`src/clc_pkg.sv`:
```
// Types, codes and defaults shared by the circular list modules.
package clc_pkg;

  localparam int DEPTH_DEF      = 16;
  localparam int DATA_WIDTH_DEF = 32;

  typedef enum logic [2:0] {
    OP_INS_TAIL  = 3'd0,
    OP_INS_FRONT = 3'd1,
    OP_FIRST     = 3'd2,
    OP_NEXT      = 3'd3,
    OP_REMOVE    = 3'd4
  } op_t;

  localparam logic [1:0] ST_OK    = 2'd0;
  localparam logic [1:0] ST_EMPTY = 2'd1;
  localparam logic [1:0] ST_FULL  = 2'd2;
  localparam logic [1:0] ST_NOCUR = 2'd3;

  typedef struct packed {
    logic [2:0]  operation;
    logic [31:0] data_in;
  } in_item_t;

  typedef struct packed {
    logic        ok;
    logic [31:0] data_out;
    logic [4:0]  element_count;
    logic [1:0]  status;
  } out_item_t;

  typedef enum logic [3:0] {
    S_IDLE,
    S_INS_RD,
    S_INS_ALLOC,
    S_INS_LINK,
    S_WALK_RD,
    S_WALK_STEP,
    S_WALK_DONE,
    S_RM_RD,
    S_RM_UNLINK
  } state_t;

  typedef enum logic [3:0] {
    ACT_NONE,
    ACT_REPORT,
    ACT_CAPTURE,
    ACT_INS_READ,
    ACT_INS_ALLOC,
    ACT_INS_LINK,
    ACT_WALK_READ,
    ACT_WALK_STEP,
    ACT_WALK_DONE,
    ACT_RM_READ,
    ACT_RM_UNLINK
  } dp_act_t;

  typedef struct packed {
    dp_act_t    act;
    logic [1:0] err_status;
  } dp_cmd_t;

  typedef struct packed {
    logic empty;
    logic full;
    logic cur_valid;
    logic rm_allowed;
  } dp_flags_t;

endpackage

```
`src/clc_ctrl.sv`:
```
// Controller state machine that sequences each list operation.
module clc_ctrl import clc_pkg::*; (
  input  logic       clk,
  input  logic       rst_n,
  input  logic       start,
  input  logic [2:0] in_op,
  input  dp_flags_t  flags,
  output logic       busy,
  output dp_cmd_t    cmd
);

  state_t state_r;
  state_t state_nxt;

  always_ff @(posedge clk) begin
    if (!rst_n) begin
      state_r <= S_IDLE;
    end else begin
      state_r <= state_nxt;
    end
  end

  always_comb begin
    state_nxt      = state_r;
    cmd.act        = ACT_NONE;
    cmd.err_status = ST_OK;
    busy           = (state_r != S_IDLE);
    unique case (state_r)
      S_IDLE: begin
        if (start) begin
          // Failing operations report at once and never leave idle.
          unique case (in_op)
            OP_INS_TAIL, OP_INS_FRONT: begin
              if (flags.full) begin
                cmd.act        = ACT_REPORT;
                cmd.err_status = ST_FULL;
              end else begin
                cmd.act   = ACT_CAPTURE;
                state_nxt = S_INS_RD;
              end
            end
            OP_FIRST: begin
              if (flags.empty) begin
                cmd.act        = ACT_REPORT;
                cmd.err_status = ST_EMPTY;
              end else begin
                cmd.act   = ACT_CAPTURE;
                state_nxt = S_WALK_RD;
              end
            end
            OP_NEXT: begin
              if (flags.empty) begin
                cmd.act        = ACT_REPORT;
                cmd.err_status = ST_EMPTY;
              end else if (!flags.cur_valid) begin
                cmd.act        = ACT_REPORT;
                cmd.err_status = ST_NOCUR;
              end else begin
                cmd.act   = ACT_CAPTURE;
                state_nxt = S_WALK_RD;
              end
            end
            OP_REMOVE: begin
              if (flags.empty) begin
                cmd.act        = ACT_REPORT;
                cmd.err_status = ST_EMPTY;
              end else if (!flags.cur_valid || !flags.rm_allowed) begin
                cmd.act        = ACT_REPORT;
                cmd.err_status = ST_NOCUR;
              end else begin
                cmd.act   = ACT_CAPTURE;
                state_nxt = S_RM_RD;
              end
            end
            default: begin
              cmd.act        = ACT_REPORT;
              cmd.err_status = ST_OK;
            end
          endcase
        end
      end
      S_INS_RD: begin
        cmd.act   = ACT_INS_READ;
        state_nxt = S_INS_ALLOC;
      end
      S_INS_ALLOC: begin
        cmd.act   = ACT_INS_ALLOC;
        state_nxt = flags.empty ? S_IDLE : S_INS_LINK;
      end
      S_INS_LINK: begin
        cmd.act   = ACT_INS_LINK;
        state_nxt = S_IDLE;
      end
      S_WALK_RD: begin
        cmd.act   = ACT_WALK_READ;
        state_nxt = S_WALK_STEP;
      end
      S_WALK_STEP: begin
        cmd.act   = ACT_WALK_STEP;
        state_nxt = S_WALK_DONE;
      end
      S_WALK_DONE: begin
        cmd.act   = ACT_WALK_DONE;
        state_nxt = S_IDLE;
      end
      S_RM_RD: begin
        cmd.act   = ACT_RM_READ;
        state_nxt = S_RM_UNLINK;
      end
      S_RM_UNLINK: begin
        cmd.act   = ACT_RM_UNLINK;
        state_nxt = S_IDLE;
      end
      default: begin
        state_nxt = S_IDLE;
      end
    endcase
  end

endmodule

```
`src/clc_dpath.sv`:
```
// Datapath with the node pool memories, list pointers and result register.
module clc_dpath import clc_pkg::*; #(
  parameter int DEPTH      = DEPTH_DEF,
  parameter int DATA_WIDTH = DATA_WIDTH_DEF
) (
  input  logic      clk,
  input  logic      rst_n,
  input  in_item_t  in_item,
  input  dp_cmd_t   cmd,
  output dp_flags_t flags,
  output logic      out_valid,
  output out_item_t out_item
);

  localparam int IDX_W = $clog2(DEPTH);
  localparam int CNT_W = $clog2(DEPTH + 1);

  logic [DATA_WIDTH-1:0] val_mem  [DEPTH];
  logic [IDX_W-1:0]      link_mem [DEPTH];
  logic [IDX_W-1:0]      free_mem [DEPTH];

  logic [2:0]            op_r;
  logic [DATA_WIDTH-1:0] data_r;
  logic [IDX_W-1:0]      new_r;
  logic [IDX_W-1:0]      tail_r;
  logic                  nonempty_r;
  logic [IDX_W-1:0]      cursor_r;
  logic [IDX_W-1:0]      prev_r;
  logic                  cur_valid_r;
  logic                  rm_ok_r;
  logic [CNT_W-1:0]      count_r;
  logic [CNT_W-1:0]      count_nxt;
  logic [CNT_W-1:0]      fresh_r;
  logic [CNT_W-1:0]      fsp_r;
  logic [CNT_W-1:0]      fsp_dec;
  logic [IDX_W-1:0]      link_rd_r;
  logic [DATA_WIDTH-1:0] val_rd_r;
  logic [IDX_W-1:0]      free_rd_r;
  logic                  res_valid_r;
  out_item_t             res_r;
  out_item_t             res_nxt;
  logic                  fin;

  logic [IDX_W-1:0]      walk_base;
  logic [IDX_W-1:0]      new_slot;
  logic                  last;
  logic                  link_re, link_we;
  logic [IDX_W-1:0]      link_ra, link_wa, link_wd;
  logic                  val_re, val_we;
  logic [IDX_W-1:0]      val_ra;
  logic                  free_re, free_we;

  assign flags.empty      = !nonempty_r;
  assign flags.full       = (count_r == CNT_W'(DEPTH));
  assign flags.cur_valid  = cur_valid_r;
  assign flags.rm_allowed = rm_ok_r;

  assign walk_base = (op_r == OP_FIRST) ? tail_r : cursor_r;
  // Recycled slots are used first; untouched slots are handed out in order.
  assign new_slot  = (fsp_r != '0) ? free_rd_r : fresh_r[IDX_W-1:0];
  assign last      = (link_rd_r == cursor_r);
  assign fsp_dec   = fsp_r - 1'b1;

  always_comb begin
    link_re   = 1'b0;
    link_ra   = tail_r;
    link_we   = 1'b0;
    link_wa   = tail_r;
    link_wd   = new_r;
    val_re    = 1'b0;
    val_ra    = cursor_r;
    val_we    = 1'b0;
    free_re   = 1'b0;
    free_we   = 1'b0;
    count_nxt = count_r;
    fin       = 1'b0;
    unique case (cmd.act)
      ACT_REPORT: begin
        fin = 1'b1;
      end
      ACT_INS_READ: begin
        link_re = 1'b1;
        link_ra = tail_r;
        free_re = (fsp_r != '0);
      end
      ACT_INS_ALLOC: begin
        link_we   = 1'b1;
        link_wa   = new_slot;
        link_wd   = nonempty_r ? link_rd_r : new_slot;
        val_we    = 1'b1;
        count_nxt = count_r + 1'b1;
        fin       = !nonempty_r;
      end
      ACT_INS_LINK: begin
        link_we = 1'b1;
        link_wa = tail_r;
        link_wd = new_r;
        fin     = 1'b1;
      end
      ACT_WALK_READ: begin
        link_re = 1'b1;
        link_ra = walk_base;
      end
      ACT_WALK_STEP: begin
        val_re = 1'b1;
        val_ra = link_rd_r;
      end
      ACT_WALK_DONE: begin
        fin = 1'b1;
      end
      ACT_RM_READ: begin
        link_re = 1'b1;
        link_ra = cursor_r;
        val_re  = 1'b1;
        val_ra  = cursor_r;
      end
      ACT_RM_UNLINK: begin
        link_we   = !last;
        link_wa   = prev_r;
        link_wd   = link_rd_r;
        free_we   = 1'b1;
        count_nxt = last ? '0 : count_r - 1'b1;
        fin       = 1'b1;
      end
      default: begin
      end
    endcase
  end

  always_comb begin
    res_nxt.ok            = (cmd.act != ACT_REPORT);
    res_nxt.data_out      = '0;
    if (cmd.act == ACT_WALK_DONE || cmd.act == ACT_RM_UNLINK) begin
      res_nxt.data_out = 32'(64'(val_rd_r));
    end
    res_nxt.element_count = 5'(count_nxt);
    res_nxt.status        = (cmd.act == ACT_REPORT) ? cmd.err_status : ST_OK;
  end

  always_ff @(posedge clk) begin
    if (link_we) link_mem[link_wa] <= link_wd;
    if (link_re) link_rd_r <= link_mem[link_ra];
  end

  always_ff @(posedge clk) begin
    if (val_we) val_mem[new_slot] <= data_r;
    if (val_re) val_rd_r <= val_mem[val_ra];
  end

  always_ff @(posedge clk) begin
    if (free_we) free_mem[fsp_r[IDX_W-1:0]] <= cursor_r;
    if (free_re) free_rd_r <= free_mem[fsp_dec[IDX_W-1:0]];
  end

  always_ff @(posedge clk) begin
    if (cmd.act == ACT_CAPTURE) begin
      op_r   <= in_item.operation;
      data_r <= DATA_WIDTH'(64'(in_item.data_in));
    end
    if (cmd.act == ACT_INS_ALLOC) begin
      new_r <= new_slot;
    end
    if (fin) begin
      res_r <= res_nxt;
    end
  end

  always_ff @(posedge clk) begin
    if (!rst_n) begin
      tail_r      <= '0;
      nonempty_r  <= 1'b0;
      cursor_r    <= '0;
      prev_r      <= '0;
      cur_valid_r <= 1'b0;
      rm_ok_r     <= 1'b0;
      count_r     <= '0;
      fresh_r     <= '0;
      fsp_r       <= '0;
      res_valid_r <= 1'b0;
    end else begin
      res_valid_r <= fin;
      count_r     <= count_nxt;
      unique case (cmd.act)
        ACT_INS_ALLOC: begin
          if (fsp_r != '0) begin
            fsp_r <= fsp_dec;
          end else begin
            fresh_r <= fresh_r + 1'b1;
          end
          if (!nonempty_r) begin
            tail_r     <= new_slot;
            nonempty_r <= 1'b1;
          end
        end
        ACT_INS_LINK: begin
          // A new node linked after the tail becomes the cursor's predecessor if that was the tail.
          if (cur_valid_r && prev_r == tail_r) begin
            prev_r <= new_r;
          end
          if (op_r == OP_INS_TAIL) begin
            tail_r <= new_r;
          end
        end
        ACT_WALK_STEP: begin
          prev_r   <= walk_base;
          cursor_r <= link_rd_r;
        end
        ACT_WALK_DONE: begin
          cur_valid_r <= 1'b1;
          rm_ok_r     <= 1'b1;
        end
        ACT_RM_UNLINK: begin
          fsp_r   <= fsp_r + 1'b1;
          rm_ok_r <= 1'b0;
          if (last) begin
            tail_r      <= '0;
            nonempty_r  <= 1'b0;
            cursor_r    <= '0;
            prev_r      <= '0;
            cur_valid_r <= 1'b0;
          end else begin
            if (cursor_r == tail_r) begin
              tail_r <= prev_r;
            end
            cursor_r <= prev_r;
          end
        end
        default: begin
        end
      endcase
    end
  end

  assign out_valid = res_valid_r;
  assign out_item  = res_r;

endmodule

```
`src/circular_list_with_cursor.sv`:
```
// Top level of the circular singly linked list with a cursor.
// A failing beat shows its result in the cycle after it is accepted. Inserts step through
// insert read, allocate and (unless the list was empty) link states; first and next through
// walk read, step and done; remove through remove read and unlink. A new beat is taken in
// the cycle the last result is strobed; the states follow the registered single-port reads
// of the link and value memories. Results are strobed for one cycle; the receiver cannot stall.
// Reset is synchronous and active low: the list comes up empty, no clearing pass is run.
module circular_list_with_cursor import clc_pkg::*; #(
  parameter int DEPTH      = DEPTH_DEF,
  parameter int DATA_WIDTH = DATA_WIDTH_DEF
) (
  input  logic      clk,
  input  logic      rst_n,
  input  logic      start,
  output logic      busy,
  input  in_item_t  in_item,
  output logic      out_valid,
  output out_item_t out_item
);

  // The controller judges each beat against the list flags when it is
  // offered. Errors are answered straight from idle; good beats are
  // captured and walked through the short sequence of states for their operation.
  dp_cmd_t   cmd;
  dp_flags_t flags;

  clc_ctrl u_ctrl (
    .clk   (clk),
    .rst_n (rst_n),
    .start (start),
    .in_op (in_item.operation),
    .flags (flags),
    .busy  (busy),
    .cmd   (cmd)
  );

  // The datapath holds the value and link memories, a free-slot stack that
  // recycles removed entries, the tail, cursor and predecessor pointers,
  // and the registered result beat.
  clc_dpath #(
    .DEPTH      (DEPTH),
    .DATA_WIDTH (DATA_WIDTH)
  ) u_dpath (
    .clk       (clk),
    .rst_n     (rst_n),
    .in_item   (in_item),
    .cmd       (cmd),
    .flags     (flags),
    .out_valid (out_valid),
    .out_item  (out_item)
  );

endmodule

```
`config.mk`:
```
export PLATFORM = sky130hd
export DESIGN_NAME = circular_list_with_cursor
export DESIGN_NICKNAME = d
export VERILOG_FILES = /design/src/clc_pkg.sv /design/src/clc_ctrl.sv /design/src/clc_dpath.sv /design/src/circular_list_with_cursor.sv
export SDC_FILE = /design/constraint.sdc
export NUM_CORES = 1
export LEC_CHECK = 0
export ABC_AREA = 1
export BUFFER_PORTS_ARGS = -buffer_cell sky130_fd_sc_hd__buf_2
export CAP_MARGIN = 20
export CELL_PAD_IN_SITES_DETAIL_PLACEMENT = 1
export CELL_PAD_IN_SITES_GLOBAL_PLACEMENT = 2
export CORE_ASPECT_RATIO = 0.8
export CORE_MARGIN = 1
export CORE_UTILIZATION = 30
export DETAILED_ROUTE_END_ITERATION = 16
export GPL_TIMING_DRIVEN = 0
export PLACE_DENSITY_LB_ADDON = 0.1
export SLEW_MARGIN = 10
export SYNTH_ARGS = -nofsm -noshare
export SYNTH_HDL_FRONTEND = slang
export SYNTH_SLANG_ARGS = --single-unit
export TNS_END_PERCENT = 30
```
`constraint.sdc`:
```
create_clock -name clk -period 3.3 [get_ports clk]
set_input_delay 0.99 -clock clk [delete_from_list [all_inputs] [get_ports clk]]
set_output_delay 0.99 -clock clk [all_outputs]
set_load 0.005 [all_outputs]
```
## Yosys cells after proc, flatten, opt, wreduce, memory -nomap -nowiden

Memory sizes are Yosys's and may differ from the RTL's. A register that Yosys moved wholly into a read port is not among the register bits.
Cells that the tools add are included.

| operators by class | value |
|---|---|
| equal/unequal tests | 42 |
| muxes and demuxes | 60 |
| bitwise operators | 1 |
| add/sub/neg operators | 5 |
| reduce and logical (&&, ||, !) cells | 30 |

Operators by type and width:

| cell | number |
|---|---|
| $mux 4 | 17 |
| $pmux 4 s9 | 1 |
| $eq 4x3->1 const B | 8 |
| $pmux 4 s2 | 4 |
| $pmux 4 s3 | 2 |
| $pmux 4 s6 | 1 |
| $pmux 6 s4 | 1 |
| $pmux 5 s2 | 2 |
| $mux 6 | 3 |
| $eq 4x2->1 const B | 4 |
| $eq 4x4->1 const B | 4 |
| $mux 2 | 8 |
| $pmux 4 s4 | 1 |
| $add 5x1->5 const B | 3 |
| $ne 3x2->1 const B | 5 |
| $mux 1 | 13 |
| $eq 4x4->1 | 3 |
| $mux 5 | 2 |
| $pmux 1 s2 | 5 |
| $reduce_and 2->1 | 5 |
| $sub 5x1->5 const B | 2 |
| $eq 3x2->1 const B | 3 |
| $eq 4x1->1 const B | 2 |
| $ne 2x1->1 const B | 4 |
| 23 further kinds | 35 |

| word-level totals | value |
|---|---|
| memories | 3 |
| logic and storage cells | 159 |
| output and inout bits | 42 |
| bits in writable memories | 640 |
| bits in registers | 114 |

Memory list:

| memory | words | bits a word | rd ports | clocked after Yosys merged registers in | wr ports | RTL line | text |
|---|---|---|---|---|---|---|---|
| u_dpath.val_mem | 16 | 32 | 1 | 1 | 1 | clc_dpath.sv:18 | `logic [DATA_WIDTH-1:0] val_mem [DEPTH];` |
| u_dpath.free_mem | 16 | 4 | 1 | 1 | 1 | clc_dpath.sv:20 | `logic [IDX_W-1:0] free_mem [DEPTH];` |
| u_dpath.link_mem | 16 | 4 | 1 | 1 | 1 | clc_dpath.sv:19 | `logic [IDX_W-1:0] link_mem [DEPTH];` |

## Longest topological paths before layout

| logic depth | value |
|---|---|
| depth after elaboration | 12 |
| mapped depth | 15 |
| depth with buffers taken out | 13 |

## Modules after synthesis

Synthesis repeated with hierarchy kept, for this count alone.

| unflattened totals | value |
|---|---|
| cells, all modules | 2,575 |
| area total of the unflattened synthesis | 32,386.1 µm² |

By module, submodules not included:

| module | cells an instance | area each (µm²) | instances |
|---|---|---|---|
| clc_dpath | 2,489 | 31,890.6 | 1 |
| clc_ctrl | 86 | 495.5 | 1 |

## Least setup slack after synthesis

Ideal clock, no wire load.

| path | value |
|---|---|
| kind | register to register |
| start point | reg u_dpath.fsp_r[0] |
| end point | mem u_dpath.val_mem[1][0] (netlist name) (enable) |
| cell stages (with the launch flop) | 13 |
| path buffers | 2 |
| arrival | 3.206 ns |
| path slack | -0.327 ns |
| period minus slack after synthesis | 3.627 ns |
| required time | 2.879 ns |
| setup time | 0.421 ns |
| cell sequence | dfxtp_1 clkbuf_1 inv_1 clkbuf_1 ha_1 nand2_1 nor2_4 inv_1 nand2_1 nand2_1 inv_1 nand3_1 nor2_1 |

| on the way | value |
|---|---|
| longest elaborated chain between the ends | 2 |

RTL lines:

| what | RTL line | text |
|---|---|---|
| start, declared | clc_dpath.sv:34 | `logic [CNT_W-1:0] fsp_r;` |
| start signal, assigned | clc_dpath.sv:186 | `fsp_r <= fsp_dec;` |
| start signal, assigned | clc_dpath.sv:213 | `fsp_r <= fsp_r + 1'b1;` |
| $reduce_bool 5->1 | clc_dpath.sv:60 | `assign new_slot = (fsp_r != '0) ? free_rd_r : fresh_r[IDX_W-1:0];` |
| $mux 4 | clc_dpath.sv:60 |  |
| net u_dpath.new_slot[1] | clc_dpath.sv:45 | `logic [IDX_W-1:0] new_slot;` |
| end, declared | clc_dpath.sv:18 |  |

The timed path passes the listed nets, and every way through them passes these cells.

## Final worst setup path

| path | value |
|---|---|
| start point | reg u_ctrl.state_r[0] |
| end point | reg u_dpath.val_rd_r[8] (read register of u_dpath.val_mem), data pin |

| on the way | value |
|---|---|
| longest elaborated chain between the ends | 5 |

RTL lines:

| what | RTL line | text |
|---|---|---|
| start, declared | clc_ctrl.sv:12 | `state_t state_r;` |
| start signal, assigned | clc_ctrl.sv:19 | `state_r <= state_nxt;` |
| $eq 4x4->1 (tied with other cells) | clc_ctrl.sv:28 | `unique case (state_r)` |
| $pmux 4 s9 (*) | clc_ctrl.sv:28 |  |
| $eq 4x4->1 / $eq 4x3->1 (equally long branches) | clc_dpath.sv:77 | `unique case (cmd.act)` |
| $reduce_or 2->1 (no line) | -- |  |
| $mux 1 | clc_dpath.sv:77 |  |
| end, declared | clc_dpath.sv:37 | `logic [DATA_WIDTH-1:0] val_rd_r;` |

Every way passes the cells marked *; elsewhere a longest branch is shown, timed or not.
A chain may end at the register's enable or synchronous reset.

==> impl_metrics.ini <==
[grt]
grt_overflow_total = 0
grt_pass1_wl_mm = 165
grt_max_degree = 33
grt_pass1_vias = 22700
grt_util_all_layers_pct = 21.0
antenna_found_initial = 2

[pwr]
finalPower_mw = 22.4
power_density_mw_per_mm2 = 572
max-vdd-ir-drop_mv = 0.350
power_leakage_nw = 14.9

[detailed_routing]
remaining_drc_errors = 0
wl_per_cell_um = 25.5
num_vias = 22300
drt_iter0_markers = 1813
routed_wl_mm = 116
ant_nets = 0
first_pass_iters = 7
vias_per_cell = 4.89

[clock_network]
hold_buffers = 0
cts_tree = done
max-clock-path-buffers = 3
cts.sinks = 793
htree_levels = 3
numCtsBuffers = 89
path_clk_slew_ns = 0.06
root_buffer = clkbuf_16
clkLatencyLatePin_ns = 0.67

[logic_synthesis]
ys.flop_type = edfxtp_1
ys_ff_latch = 793
synthTopCellsByArea = edfxtp_1 (69%), nand2_1 (8.1%), nand3_1 (4.4%)
ys.warnings.count = 0
synthArstFlopShare_pct = 0
synth_edf_count = 759
synth_cells = 2834
yosysUniqueCellTypes = 41
postSynthAreaPerCell_sq_um = 11.6
synthesis.area_sq_mm = 0.0329
syn_nets = 2881
synth_top_cell_area_share_pct = 69.3
synth_top_area_cell = edfxtp_1
yosysSeqAreaShare_pct = 71.4

[worst_setup_path]
crit_fanout = 10
critPathCaptureType = flip-flop
cp-start-kind = flip-flop
cp_data_arrival_time_ns = 3.54
cp.required_ns = 3.68
r2r_cells = 9
path_class = flip-flop to flip-flop

[place]
dp_hpwl_mm = 79.6
io_buffer_count = 79
dpl_cell_area_sq_mm = 0.0361
routabilityCongestion = 0.797
dp.cells = 4383

[sta]
fin_crit_ns = 3.16
grt_setup_unrepaired = true
finalSetupTns_ns = 0
fin_crit_sh_pct = 95.7
maxSlewHeadroom_pct = 28.6
drv_slew = 0
fmax_ghz = 0.317
tightestPinTransition_ns = 1.07
fin_skew_ns = 0.0312
hold_viol_final = 0
setup_violations = 0
hold_ws_ns = 0.492

[cells_and_area]
drive_gt1_share_pct = 13.3
multi_input_area_sq_mm = 0.00772
layout_commonest_cell = edfxtp_1
fin_cells = 4557
fin_nets = 3107
fillers = 11600
syn_to_final_growth_pct = 19.1
diodes = 0
ff_latch_area_sq_mm = 0.0235
final_area_sq_mm = 0.0392
final_cell_mix = edfxtp_1 (759), nand2_1 (707), inv_1 (329), nand3_1 (283)

[die]
start_util_pct = 30.3
pin_count = 80
die_x_um = 372
core_sq_mm = 0.109
fp.dieArea_sq_mm = 0.111
rows = 108
fp.dieH_um = 298

[worst_hold_path]
worstHoldPathType = flip-flop to flip-flop
min_path_cells = 2

[outcome]
outcome = finished, final reports clean

[job]
maxCapViolCount = 0
-- cell type report --
cell class / count / share of cell area [%]
buffer: 138 / 1.74
clock buffer: 108 / 5.95
clock inverter: 50 / 1.14
inverter: 334 / 3.21
multi-input combinational: 1568 / 19.7
sequential: 793 / 59.9
tap: 1430 / 4.57
timing repair buffer: 136 / 3.76
-- synth_stat cells, types with 2 or more instances --
master / instances
nor2_2: 3
o21ai_2: 7
a211oi_1: 2
nor2_1: 173
mux2i_1: 5
nand3_1: 288
inv_2: 4
nor2_4: 4
xor2_1: 7
ha_1: 9
buf_4: 17
xnor2_1: 7
o21ai_0: 98
clkbuf_1: 53
edfxtp_1: 759
dfxtp_1: 34
nor3_1: 3
o211ai_1: 135
o221ai_1: 11
nand2_2: 4
o32ai_1: 11
nand4_1: 39
a22oi_1: 2
nand2_1: 709
a31oi_1: 2
a21oi_1: 22
buf_1: 5
buf_2: 61
buf_6: 3
o31ai_1: 3
o21ai_1: 15
inv_1: 330
-- through the flow --
| step | worst slack, ns | utilization [%] |
|---|---|---|
| floorplan | -0.327 | - |
| global placement | -3.61 | 32.3 |
| detailed placement | -0.818 | 33.3 |
| CTS | -0.149 | 36.0 |
| global route | -0.0498 | 36.1 |
| finish | 0.143 | 36.1 |
-- worst max-delay path, stage by stage, from the launching register on --
cell and delay (ns):
dfxtp_1 0.38, inv_1 0.10, nor2_4 0.12, nand2_4 0.10
buf_4 0.21, o21ai_2 0.52, inv_1 0.40, clkbuf_1 0.52
nand3_1 0.37, nand2_1 0.14
-- kinds of logic (layout without fill, tap and decap cells) --
logic type	count (synthesis)	in the layout	share of synthesized area [%]
AOI/OAI and AO/OA	314	314	6.27
xor gates and xnor gates	14	14	0.373
adders and majority gates	9	9	0.342
buffers and inverters	473	766	5.89
DFF	793	793	71.4
muxes	5	5	0.152
and+or+nand+nor	1226	1226	15.6
-- where the power goes --
| group | switching (mW) | internal (mW) | total (mW) |
|---|---|---|---|
| Sequential | 0.164 | 11.2 | 11.4 |
| Clock | 4.07 | 5.62 | 9.69 |
| Combinational | 0.947 | 0.378 | 1.33 |
-- sequential cells by signal, indices dropped and copies added, names as in the netlist, 5 cells and up --
signal            cells
u_dpath.free_mem     64
u_dpath.val_rd_r     32
u_dpath.count_r       5
u_dpath.out_item     40
u_dpath.data_r       32
u_dpath.fsp_r         5
u_dpath.val_mem     512
u_dpath.link_mem     64
-- final timing paths --
path,startpoint,endpoint,slack (ns)
worst max-delay path,u_ctrl.state_r[0]$_SDFFE_PN0P_,u_dpath.val_rd_r[8]$_DFFE_PP_,0.14
worst min-delay path,u_dpath.fsp_r[4]$_SDFFE_PN0P_,u_dpath.fsp_r[4]$_SDFFE_PN0P_,0.49
worst max register to register,u_ctrl.state_r[0]$_SDFFE_PN0P_,u_dpath.val_rd_r[8]$_DFFE_PP_,0.14
worst min register to register,u_dpath.fsp_r[4]$_SDFFE_PN0P_,u_dpath.fsp_r[4]$_SDFFE_PN0P_,0.49
-- metal layers --
layer	vias up	wire [um]	global-route usage, %
met5	-	0	0
met2	531	51900	32.2
met4	0	2370	4.62
li1	10300	-	-
met3	141	5860	3.40
met1	11400	56200	31.1
-- timing repair --
item / CTS / global route
endpoints found under the setup margin: 649 / 203
setup buffers: 17 / 0
pin swaps: 13 / 0
resized for setup: 8 / 29
Note: power is estimated with default switching activity, not from simulation.
